--- src/hw/rtl/bmm_pkg.sv ---
package bmm_pkg;

	// configuration register indexes
	localparam logic [1:0] REG_BLOCK_EDGE   = 2'd0;
	localparam logic [1:0] REG_IMAGE_WIDTH  = 2'd1;
	localparam logic [1:0] REG_IMAGE_HEIGHT = 2'd2;

	// register widths and reset values
	localparam int unsigned CFG_W = 13;
	localparam int unsigned IDX_W = 2;
	localparam logic [CFG_W-1:0] EDGE_RESET   = 13'd0;
	localparam logic [CFG_W-1:0] WIDTH_RESET  = 13'd256;
	localparam logic [CFG_W-1:0] HEIGHT_RESET = 13'd256;

	// geometry limits
	localparam logic [CFG_W-1:0] DIM_LIMIT = 13'd4096;
	localparam logic [CFG_W-1:0] MIN_EDGE  = 13'd3;

	// max(w,h)/12 as a multiply by a reciprocal, exact for values up to 4096
	localparam int unsigned     RECIP_W    = 14;
	localparam logic [13:0]     AUTO_RECIP = 14'd10923;
	localparam int unsigned     AUTO_SHIFT = 17;

	// stream field widths
	localparam int unsigned IN_W    = 16;
	localparam int unsigned COORD_W = 12;
	localparam int unsigned SLICE_W = 10;
	localparam int unsigned COL_W   = 5;
	localparam int unsigned VAL_W   = 16;
	localparam int unsigned FIELDS_W = SLICE_W + COORD_W + COL_W + 4 * VAL_W;
	localparam int unsigned TDATA_W  = ((FIELDS_W + 7) / 8) * 8;

	// controller to datapath
	typedef struct packed {
		logic setup_edge;
		logic setup_step;
		logic accept;
		logic commit;
		logic flip;
		logic row_adv;
		logic slice_adv;
		logic emit;
		logic use_brow;
		logic last;
	} bmm_cmd_t;

	// datapath to controller
	typedef struct packed {
		logic cfg_hit;
		logic cols_done;
		logic row_end;
		logic emit_prev;
		logic flip_need;
		logic last_row;
		logic k_last;
		logic out_free;
	} bmm_stat_t;

endpackage

--- src/hw/rtl/block_min_max_map.sv ---
// Block min/max map: takes one unsigned sample per beat in raster order (column, row,
// slice) and tiles each slice into square blocks of side B that also take in one row
// and one column of their right and lower neighbors. After the last row of a band of
// blocks it sends one result beat per block, left to right, with the block's min and
// max and the running global extremes; tlast marks the last result a sample causes.
// Samples inside a row are taken at one per cycle. After the last sample of a row
// s_tready stays low while the final block segment is committed and the result beats
// go out: one per block, ceil(W/B) capped at MAX_BLOCK_COLS, for each finished band
// (two when the last row of a slice also opens a band after the first), sent one
// at a time through the single read port of the band store and one output register.
// After reset and each register write the geometry is set up with s_tready low.
// A register write restarts the current slice; slice count and global extremes remain.
module block_min_max_map
	import bmm_pkg::*;
#(
	parameter int unsigned MAX_BLOCK_COLS = 32,
	parameter int unsigned SAMPLE_BITS    = 16,
	parameter int unsigned MAX_SLICES     = 1024
) (
	input  logic               clk,
	input  logic               arst_n,
	input  logic               s_tvalid,
	output logic               s_tready,
	input  logic [IN_W-1:0]    s_tdata,   // [15:0] sample
	output logic               m_tvalid,
	input  logic               m_tready,
	// [9:0] slice_index, [21:10] block_row, [26:22] block_col, [42:27] block_min,
	// [58:43] block_max, [74:59] global_min, [90:75] global_max, rest zero
	output logic [TDATA_W-1:0] m_tdata,
	output logic               m_tlast,   // last_of_run
	input  logic               cfg_we,
	input  logic [IDX_W-1:0]   cfg_index,
	input  logic [CFG_W-1:0]   cfg_data
);

	bmm_cmd_t  cmd;
	bmm_stat_t stat;

	// sequencing of setup, sample accept, commit and band emission
	bmm_ctrl u_ctrl (
		.clk      (clk),
		.arst_n   (arst_n),
		.s_tvalid (s_tvalid),
		.s_tready (s_tready),
		.stat     (stat),
		.cmd      (cmd)
	);

	// counters, band stores, extremes and output register
	bmm_dpath #(
		.MAX_BLOCK_COLS (MAX_BLOCK_COLS),
		.SAMPLE_BITS    (SAMPLE_BITS),
		.MAX_SLICES     (MAX_SLICES)
	) u_dpath (
		.clk       (clk),
		.arst_n    (arst_n),
		.cmd       (cmd),
		.stat      (stat),
		.cfg_we    (cfg_we),
		.cfg_index (cfg_index),
		.cfg_data  (cfg_data),
		.s_tdata   (s_tdata),
		.m_tvalid  (m_tvalid),
		.m_tready  (m_tready),
		.m_tdata   (m_tdata),
		.m_tlast   (m_tlast)
	);

endmodule

--- src/hw/rtl/bmm_ctrl.sv ---
module bmm_ctrl
	import bmm_pkg::*;
(
	input  logic      clk,
	input  logic      arst_n,
	input  logic      s_tvalid,
	output logic      s_tready,
	input  bmm_stat_t stat,
	output bmm_cmd_t  cmd
);

	typedef enum logic [5:0] {
		ST_SETUP_EDGE = 6'b000001,
		ST_SETUP_COLS = 6'b000010,
		ST_IDLE       = 6'b000100,
		ST_COMMIT     = 6'b001000,
		ST_EMIT_PREV  = 6'b010000,
		ST_EMIT_LAST  = 6'b100000
	} state_t;

	state_t state_q, state_n;

	// state register
	always_ff @(posedge clk or negedge arst_n) begin
		if (!arst_n) begin
			state_q <= ST_SETUP_EDGE;
		end else begin
			state_q <= state_n;
		end
	end

	// next state and commands
	always_comb begin
		state_n  = state_q;
		cmd      = '0;
		s_tready = 1'b0;
		unique case (state_q)
			ST_SETUP_EDGE: begin
				cmd.setup_edge = 1'b1;
				state_n = ST_SETUP_COLS;
			end
			ST_SETUP_COLS: begin
				cmd.setup_step = 1'b1;
				if (stat.cols_done) begin
					state_n = ST_IDLE;
				end
			end
			ST_IDLE: begin
				s_tready = 1'b1;
				if (s_tvalid) begin
					cmd.accept = 1'b1;
					if (stat.row_end) begin
						state_n = ST_COMMIT;
					end
				end
			end
			ST_COMMIT: begin
				cmd.commit = 1'b1;
				if (stat.emit_prev) begin
					state_n = ST_EMIT_PREV;
				end else begin
					cmd.flip = stat.flip_need;
					if (stat.last_row) begin
						state_n = ST_EMIT_LAST;
					end else begin
						cmd.row_adv = 1'b1;
						state_n = ST_IDLE;
					end
				end
			end
			ST_EMIT_PREV: begin
				if (stat.out_free) begin
					cmd.emit = 1'b1;
					cmd.last = stat.k_last && !stat.last_row;
					if (stat.k_last) begin
						cmd.flip = 1'b1;
						if (stat.last_row) begin
							state_n = ST_EMIT_LAST;
						end else begin
							cmd.row_adv = 1'b1;
							state_n = ST_IDLE;
						end
					end
				end
			end
			ST_EMIT_LAST: begin
				if (stat.out_free) begin
					cmd.emit     = 1'b1;
					cmd.use_brow = 1'b1;
					if (stat.k_last) begin
						cmd.last      = 1'b1;
						cmd.slice_adv = 1'b1;
						state_n = ST_IDLE;
					end
				end
			end
			default: begin
				state_n = ST_SETUP_EDGE;
			end
		endcase
		// a register write restarts the geometry setup
		if (stat.cfg_hit) begin
			state_n = ST_SETUP_EDGE;
		end
	end

endmodule

--- src/hw/rtl/bmm_dpath.sv ---
module bmm_dpath
	import bmm_pkg::*;
#(
	parameter int unsigned MAX_BLOCK_COLS = 32,
	parameter int unsigned SAMPLE_BITS    = 16,
	parameter int unsigned MAX_SLICES     = 1024
) (
	input  logic               clk,
	input  logic               arst_n,
	input  bmm_cmd_t           cmd,
	output bmm_stat_t          stat,
	input  logic               cfg_we,
	input  logic [IDX_W-1:0]   cfg_index,
	input  logic [CFG_W-1:0]   cfg_data,
	input  logic [IN_W-1:0]    s_tdata,
	output logic               m_tvalid,
	input  logic               m_tready,
	output logic [TDATA_W-1:0] m_tdata,
	output logic               m_tlast
);

	localparam int unsigned SW  = (SAMPLE_BITS < IN_W) ? SAMPLE_BITS : IN_W;
	localparam int unsigned CW  = (MAX_BLOCK_COLS > 1) ? $clog2(MAX_BLOCK_COLS) : 1;
	localparam int unsigned BXW = CW + 1;
	localparam int unsigned SLW = (MAX_SLICES > 1) ? $clog2(MAX_SLICES) : 1;
	localparam int unsigned PROD_W = CFG_W + RECIP_W;
	localparam logic [BXW-1:0] MAX_COLS  = BXW'(MAX_BLOCK_COLS);
	localparam logic [CW-1:0]  LAST_SLOT = CW'(MAX_BLOCK_COLS - 1);
	localparam logic [SLW-1:0] LAST_SLICE = SLW'(MAX_SLICES - 1);

	// configuration registers
	logic [CFG_W-1:0] edge_q, width_q, height_q;
	// geometry settled at setup
	logic [CFG_W-1:0] b_q, w_q, h_q;
	logic [CFG_W:0]   acc_q;
	logic [BXW-1:0]   cnt_q, nemit_q;
	// position counters
	logic [COORD_W-1:0] x_q, offx_q, y_q, offy_q, brow_q;
	logic [BXW-1:0]     bx_q;
	logic [SLW-1:0]     slice_q;
	logic [CW-1:0]      k_q, slot_q;
	logic               sel_q;
	// running segment of the current block within the row
	logic [SW-1:0] seg_min_q, seg_max_q;
	// two band stores, one holds the band being finished, the other the next
	logic [SW-1:0] a_min_q [MAX_BLOCK_COLS];
	logic [SW-1:0] a_max_q [MAX_BLOCK_COLS];
	logic [SW-1:0] b_min_q [MAX_BLOCK_COLS];
	logic [SW-1:0] b_max_q [MAX_BLOCK_COLS];
	// global extremes
	logic [SW-1:0] glow_q, ghigh_q;
	// output register fields
	logic               out_valid_q, out_last_q;
	logic [SLICE_W-1:0] out_slice_q;
	logic [COORD_W-1:0] out_row_q;
	logic [COL_W-1:0]   out_col_q;
	logic [SW-1:0]      out_bmin_q, out_bmax_q, out_gmin_q, out_gmax_q;

	logic [SW-1:0] s;
	logic cfg_hit;

	assign s = s_tdata[SW-1:0];
	assign cfg_hit = cfg_we && (cfg_index == REG_BLOCK_EDGE ||
		cfg_index == REG_IMAGE_WIDTH || cfg_index == REG_IMAGE_HEIGHT);

	// register writes
	always_ff @(posedge clk or negedge arst_n) begin
		if (!arst_n) begin
			edge_q   <= EDGE_RESET;
			width_q  <= WIDTH_RESET;
			height_q <= HEIGHT_RESET;
		end else if (cfg_we) begin
			unique case (cfg_index)
				REG_BLOCK_EDGE:   edge_q   <= cfg_data;
				REG_IMAGE_WIDTH:  width_q  <= cfg_data;
				REG_IMAGE_HEIGHT: height_q <= cfg_data;
				default: ;
			endcase
		end
	end

	// block edge: clamp dimensions, pick automatic size, enforce minimum
	logic [CFG_W-1:0]  w_c, h_c, dmax, be, auto_edge, b_pick, b_fin;
	logic [PROD_W-1:0] prod;

	always_comb begin
		w_c = (width_q == '0) ? CFG_W'(1) : ((width_q > DIM_LIMIT) ? DIM_LIMIT : width_q);
		h_c = (height_q == '0) ? CFG_W'(1) : ((height_q > DIM_LIMIT) ? DIM_LIMIT : height_q);
		dmax = (w_c > h_c) ? w_c : h_c;
		prod = PROD_W'(dmax) * PROD_W'(AUTO_RECIP);
		auto_edge = CFG_W'(prod >> AUTO_SHIFT);
		be = (edge_q > DIM_LIMIT) ? DIM_LIMIT : edge_q;
		b_pick = (be == '0) ? auto_edge : be;
		b_fin = (b_pick < MIN_EDGE) ? MIN_EDGE : b_pick;
	end

	// block column count by repeated addition of the edge
	logic [CFG_W:0] acc_n;
	logic [BXW-1:0] cnt_n;

	assign acc_n = acc_q + (CFG_W+1)'(b_q);
	assign cnt_n = cnt_q + BXW'(1);

	always_ff @(posedge clk) begin
		if (cmd.setup_edge) begin
			b_q   <= b_fin;
			w_q   <= w_c;
			h_q   <= h_c;
			acc_q <= '0;
			cnt_q <= '0;
		end else if (cmd.setup_step) begin
			acc_q   <= acc_n;
			cnt_q   <= cnt_n;
			nemit_q <= cnt_n;
		end
	end

	// position decode
	logic bx_lt_max, seg_start, seg_bnd, row_end, offx_wrap, offy_wrap;
	logic cur_active, next_active;
	logic [CW-1:0] cur_slot;

	always_comb begin
		bx_lt_max   = bx_q < MAX_COLS;
		cur_slot    = bx_lt_max ? bx_q[CW-1:0] : LAST_SLOT;
		seg_start   = (offx_q == '0) && bx_lt_max;
		seg_bnd     = seg_start && (x_q != '0);
		row_end     = (CFG_W'(x_q) + CFG_W'(1)) >= w_q;
		offx_wrap   = (CFG_W'(offx_q) + CFG_W'(1)) >= b_q;
		offy_wrap   = (CFG_W'(offy_q) + CFG_W'(1)) >= b_q;
		next_active = offy_q == '0;
		cur_active  = (offy_q != '0) || (y_q != '0);
	end

	// single read port on the band stores
	logic [CW-1:0] rd_addr;
	logic [SW-1:0] rd_min, rd_max;

	always_comb begin
		priority if (cmd.accept) begin
			rd_addr = bx_q[CW-1:0] - CW'(1);
		end else if (cmd.commit) begin
			rd_addr = slot_q;
		end else begin
			rd_addr = k_q;
		end
		rd_min = sel_q ? b_min_q[rd_addr] : a_min_q[rd_addr];
		rd_max = sel_q ? b_max_q[rd_addr] : a_max_q[rd_addr];
	end

	// segment merge and commit into the band stores
	logic [SW-1:0] val_min, val_max, cur_min, cur_max;
	logic commit_en, wr_cur, wr_next;

	always_comb begin
		if (cmd.commit) begin
			val_min = seg_min_q;
			val_max = seg_max_q;
		end else begin
			val_min = (s < seg_min_q) ? s : seg_min_q;
			val_max = (s > seg_max_q) ? s : seg_max_q;
		end
		cur_min   = (val_min < rd_min) ? val_min : rd_min;
		cur_max   = (val_max > rd_max) ? val_max : rd_max;
		commit_en = (cmd.accept && seg_bnd) || cmd.commit;
		wr_cur    = commit_en && cur_active;
		wr_next   = commit_en && next_active;
	end

	always_ff @(posedge clk) begin
		if (wr_cur) begin
			if (sel_q) begin
				b_min_q[rd_addr] <= cur_min;
				b_max_q[rd_addr] <= cur_max;
			end else begin
				a_min_q[rd_addr] <= cur_min;
				a_max_q[rd_addr] <= cur_max;
			end
		end
		if (wr_next) begin
			if (sel_q) begin
				a_min_q[rd_addr] <= val_min;
				a_max_q[rd_addr] <= val_max;
			end else begin
				b_min_q[rd_addr] <= val_min;
				b_max_q[rd_addr] <= val_max;
			end
		end
	end

	// segment register and the slot it belongs to
	always_ff @(posedge clk) begin
		if (cmd.accept) begin
			seg_min_q <= seg_start ? s : val_min;
			seg_max_q <= seg_start ? s : val_max;
			if (row_end) begin
				slot_q <= cur_slot;
			end
		end
	end

	// counters
	logic k_last;
	assign k_last = (BXW'(k_q) + BXW'(1)) == nemit_q;

	always_ff @(posedge clk or negedge arst_n) begin
		if (!arst_n) begin
			x_q     <= '0;
			offx_q  <= '0;
			bx_q    <= '0;
			y_q     <= '0;
			offy_q  <= '0;
			brow_q  <= '0;
			slice_q <= '0;
			k_q     <= '0;
			sel_q   <= 1'b0;
		end else if (cfg_hit) begin
			x_q    <= '0;
			offx_q <= '0;
			bx_q   <= '0;
			y_q    <= '0;
			offy_q <= '0;
			brow_q <= '0;
			k_q    <= '0;
		end else begin
			if (cmd.accept) begin
				if (row_end) begin
					x_q    <= '0;
					offx_q <= '0;
					bx_q   <= '0;
				end else begin
					x_q <= x_q + COORD_W'(1);
					if (offx_wrap) begin
						offx_q <= '0;
						if (bx_lt_max) begin
							bx_q <= bx_q + BXW'(1);
						end
					end else begin
						offx_q <= offx_q + COORD_W'(1);
					end
				end
			end
			if (cmd.flip) begin
				sel_q <= !sel_q;
			end
			if (cmd.row_adv) begin
				y_q <= y_q + COORD_W'(1);
				if (offy_wrap) begin
					offy_q <= '0;
					brow_q <= brow_q + COORD_W'(1);
				end else begin
					offy_q <= offy_q + COORD_W'(1);
				end
			end
			if (cmd.slice_adv) begin
				y_q     <= '0;
				offy_q  <= '0;
				brow_q  <= '0;
				slice_q <= (slice_q == LAST_SLICE) ? '0 : slice_q + SLW'(1);
			end
			if (cmd.emit) begin
				k_q <= k_last ? '0 : k_q + CW'(1);
			end
		end
	end

	// running global extremes including the block being emitted
	logic [SW-1:0] glow_n, ghigh_n;
	assign glow_n  = (rd_min < glow_q) ? rd_min : glow_q;
	assign ghigh_n = (rd_max > ghigh_q) ? rd_max : ghigh_q;

	always_ff @(posedge clk or negedge arst_n) begin
		if (!arst_n) begin
			glow_q  <= '1;
			ghigh_q <= '0;
		end else if (cmd.emit) begin
			glow_q  <= glow_n;
			ghigh_q <= ghigh_n;
		end
	end

	// output register
	logic out_free;
	assign out_free = !out_valid_q || m_tready;

	always_ff @(posedge clk or negedge arst_n) begin
		if (!arst_n) begin
			out_valid_q <= 1'b0;
		end else if (cmd.emit) begin
			out_valid_q <= 1'b1;
		end else if (m_tready) begin
			out_valid_q <= 1'b0;
		end
	end

	always_ff @(posedge clk) begin
		if (cmd.emit) begin
			out_slice_q <= SLICE_W'(slice_q);
			out_row_q   <= cmd.use_brow ? brow_q : brow_q - COORD_W'(1);
			out_col_q   <= COL_W'(k_q);
			out_bmin_q  <= rd_min;
			out_bmax_q  <= rd_max;
			out_gmin_q  <= glow_n;
			out_gmax_q  <= ghigh_n;
			out_last_q  <= cmd.last;
		end
	end

	assign m_tvalid = out_valid_q;
	assign m_tlast  = out_last_q;
	assign m_tdata  = {(TDATA_W - FIELDS_W)'(0), VAL_W'(out_gmax_q), VAL_W'(out_gmin_q),
		VAL_W'(out_bmax_q), VAL_W'(out_bmin_q), out_col_q, out_row_q, out_slice_q};

	// status to the controller
	always_comb begin
		stat.cfg_hit   = cfg_hit;
		stat.cols_done = (acc_n >= (CFG_W+1)'(w_q)) || (cnt_n == MAX_COLS);
		stat.row_end   = row_end;
		stat.emit_prev = (offy_q == '0) && (y_q != '0);
		stat.flip_need = offy_q == '0;
		stat.last_row  = (CFG_W'(y_q) + CFG_W'(1)) >= h_q;
		stat.k_last    = k_last;
		stat.out_free  = out_free;
	end

endmodule

--- config.mk ---
export PLATFORM = sky130hd
export DESIGN_NAME = block_min_max_map
export DESIGN_NICKNAME = d
export VERILOG_FILES = /design/src/hw/rtl/bmm_pkg.sv /design/src/hw/rtl/block_min_max_map.sv /design/src/hw/rtl/bmm_ctrl.sv /design/src/hw/rtl/bmm_dpath.sv
export SDC_FILE = /design/constraint.sdc
export NUM_CORES = 2
export LEC_CHECK = 0
export ABC_AREA = 1
export ABC_CLOCK_PERIOD_IN_PS = 9300
export BUFFER_PORTS_ARGS = -buffer_cell sky130_fd_sc_hd__buf_2
export CAP_MARGIN = 20
export CORE_ASPECT_RATIO = 0.5
export CORE_MARGIN = 2
export CORE_UTILIZATION = 44
export DETAILED_ROUTE_END_ITERATION = 16
export GPL_TIMING_DRIVEN = 0
export PLACE_DENSITY_LB_ADDON = 0.08
export SLEW_MARGIN = 20
export SYNTH_ARGS = -nofsm -noshare
export SYNTH_HDL_FRONTEND = slang
export SYNTH_SLANG_ARGS = --single-unit
--- constraint.sdc ---
create_clock -name clk -period 9.3 [get_ports clk]
set_clock_uncertainty 0.1 [all_clocks]
set_input_delay 0.465 -clock clk [delete_from_list [all_inputs] [get_ports clk]]
set_output_delay 0.465 -clock clk [all_outputs]
set_load 0.1 [all_outputs]
==> out/metrics.yaml <==
floorplan:
  rows: 124
  die_h_um: 342
  design.core.area_um2: 228000
  die_x_um: 680
  initial_core_util_pct: 44.1
  pin_count: 135
  die_area_um2: 233000
power_and_ir_drop:
  ir_worst_vdd_v: 0.000424
  combPwrFrac_pct: 28.8
  pwr_density_cell_nw_per_um2: 269
  power.leakage_nw: 42.2
  internal-power_mw: 20.6
  swShare_pct: 34.5
  power_frac_clock_pct: 28.6
  p_seq_share_pct: 42.5
  p_switching_mw: 10.9
global_route:
  grt_overflow: 0
  antenna_found_initial: 29
  grt_max_degree: 87
  grt_pass1_wl_um: 527000
  first_global_vias: 65514
  grt_usage_pct: 32.8
critical_path:
  slowest_delay_ps: 770
  crit_cells: 29
  cp_slowest_cell: "clkbuf_1"
  worstPathRequired_ps: 9920
  worstPathArrival_ps: 9790
  end_kind: "flip-flop"
  cpMostUsedCell: "nand2_1"
  cp_top_family: "buffers and inverters"
  r2r_cells: 29
  r2r_slack_ps: 130
  worstSetupPathType: "flip-flop to flip-flop"
  crit_buf_inv: 9
  crit_fanout: 28
  cp-start-kind: "flip-flop"
sta:
  worst_pin_slew_ps: 1390
  hold_viol: 0
  period_needed_ps: 9170
  finalMaxSlewViolations: 0
  max_freq_mhz: 109
  relSlewSlack_pct: 7.32
  fin_crit_sh_pct: 98.6
  setup_tns_ps: 0
  rsz0062_at_grt: "no"
  setup_violations: 0
place:
  hpwl_um: 289000
  portBuffers: 129
  place.gp.congestion: 0.914
  place_area_um2: 110000
synth:
  ys_seq_area_share_pct: 70.8
  async_flop_share_pct: 6.66
  synth_top_area_share_pct: 66.4
  ys_ff_latch: 2402
  synthTopCellsByArea: "edfxtp_1, a22oi_1, nand2_1"
  ys_types: 73
  synth_warnings: 0
  syn_avg_cell_area_um2: 13.2
  ys_dominant_reg_cell: "edfxtp_1"
  synth_area_leader_cell: "edfxtp_1"
  synth_area_um2: 101000
  synthCells: 7597
  synth_edf_count: 2222
final_layout:
  design_area_um2: 117000
  areaGrowthSynthToFinish_pct: 16.5
  drive_gt1_share_pct: 14.3
  final_nets: 8746
outcome:
  status: "completed"
min_path:
  min_path_type: "primary input to flip-flop"
  hold-path-cell-count: 3
clock_network:
  clk_latency_ps: 930
  htree_levels: 4
  clkTransAtPathRegs_ps: 70
  cts_tree: "done"
  cts_buffer_depth: 4
  clockRootBuffer: "clkbuf_16"
  cts_sinks: 2402
  cts-buffers-inserted: 222
run:
  cap_violations: 0
route:
  vias: 72016
  routed_via_density: 6.20
  drt_iter0_drc: 12235
  drcViolationCount: 0
  wl_um: 392000
  routedWlPerCell_um: 33.8
  first_pass_iters: 12
  ant_nets: 0
## cells in the final DEF (no fill, tap or decap), types with 40 or more instances in the layout
cell          n
a21oi_1     563
a22oi_1     868
buf_2       247
buf_4       273
buf_6        92
clkbuf_1    220
clkbuf_16   229
clkbuf_2     40
clkinv_1     56
clkinv_2     40
dfrtp_1     141
edfxtp_1   2222
fa_1         47
ha_1        270
inv_1       541
nand2_1    1188
nand2_2      42
nand3_1     258
nand4_1      98
nor2_1      161
nor3_1      108
nor3_2       58
o21ai_0     211
xor2_1       64
## what timing repair did
item | CTS | global route
pin swaps | 0 | 2
endpoints found under the hold margin | 138 | 0
cloned | 0 | 1
hold buffers | 28 | 0
endpoints found under the setup margin | 66 | 886
resized for setup | 5 | 23
buffers inserted | 0 | 1
## layout make-up
cell class / count / area, um^2
inverter: 571 / 2170
fill: 19711 / 111000
clock inverter: 116 / 847
sequential: 2402 / 71200
buffer: 369 / 1700
clock buffer: 289 / 5990
multi-input combinational: 4260 / 26400
timing repair buffer: 567 / 5110
antenna: 9 / 22.5
tap: 3024 / 3780
## worst reg2reg max path: cells and delay by family, from the launching register on
| family | cells | cell delay (ps) |
|---|---|---|
| compound gates | 10 | 2730 |
| flops | 1 | 390 |
| simple gates | 9 | 2560 |
| fa+ha+maj | 1 | 420 |
| buf+inv | 9 | 2810 |
## through the flow
stage	setup slack (ps)	power (mW)	utilization (%)	instances	hold slack [ps]
2_1_floorplan	1990	18.8	-	7601	69.4
4_1_cts	62.7	31.3	51.3	11592	7.52
3_5_place_dp	-320	22.5	48.2	11159	336
3_3_place_gp	-4130	22.1	46.1	10754	338
5_1_grt	31.8	32.8	51.4	11598	7.50
6_report	127	31.5	51.4	11607	31.0
## metal layers
layer,part of all wire [%],vias up,wire length (um),GRT usage (%)
met5,0.11,-,425,0
met4,3.6,14,14300,9.52
met3,14,807,56200,10.5
met2,42,4846,166000,48.2
met1,40,36386,156000,46.9
li1,-,29963,-,-
## synthesized netlist by cell type (all sizes together), types with 4 or more instances
library cell	instances
o21ai	261
nor4b	33
a211oi	10
nor3b	5
nand3b	6
dfstp	19
nor4	34
or2	6
o21bai	12
nand4	99
a21o	15
nor2	170
o31ai	4
and2	17
o211ai	8
a31oi	9
nand2	1239
buf	164
o22ai	24
o21a	10
clkinv	4
fa	47
a22oi	868
a21oi	563
clkbuf	205
dfxtp	20
nand3	260
nor3	172
xnor2	9
edfxtp	2222
inv	567
a2111oi	8
dfrtp	141
xor2	64
a41oi	11
ha	270
## power groups by stage
stage / Clock (mW) / Combinational, mW / Sequential [mW]
2_1_floorplan: 0 / 5.23 / 13.6
3_3_place_gp: 0 / 8.25 / 13.8
3_5_place_dp: 0 / 8.83 / 13.6
4_1_cts: 9.02 / 8.89 / 13.4
5_1_grt: 9.43 / 10.0 / 13.4
6_report: 9.02 / 9.08 / 13.4
## logic make-up (layout without fill, tap and decap cells)
family	after synthesis	after routing	synth area share (%)
flops	2402	2402	70.8
simple gates	2043	2044	8.95
compound gates	1821	1821	11.6
buf+inv	940	1912	3.76
fa+ha+maj	317	317	4.30
xor+xnor	73	73	0.636
other cells	1	14	0.00373
## final timing paths
path,startpoint,to
worst max-delay path,u_ctrl.state_q[4],u_dpath.a_max_q[31][11]
worst min register to register,u_dpath.slice_q[5],u_dpath.out_slice_q[5]
worst max register to register,u_ctrl.state_q[4],u_dpath.a_max_q[31][11]
max in group asynchronous,arst_n,u_dpath.glow_q[8]
min in group asynchronous,arst_n,u_dpath.offy_q[5]
worst min-delay path,s_tdata[9],u_dpath.seg_min_q[9]
## flip-flops by register name, summed over array words and instances (netlist names), 14 cells and up
register            cells
u_dpath.a_max_q       512
u_dpath.out_gmax_q     16
u_dpath.b_max_q       512
u_dpath.seg_max_q      16
u_dpath.out_gmin_q     16
u_dpath.seg_min_q      16
u_dpath.b_min_q       512
u_dpath.glow_q         16
u_dpath.ghigh_q        16
u_dpath.a_min_q       512
u_dpath.out_bmax_q     16
u_dpath.acc_q          14
u_dpath.out_bmin_q     16
Power figures use the tool's default switching activity.
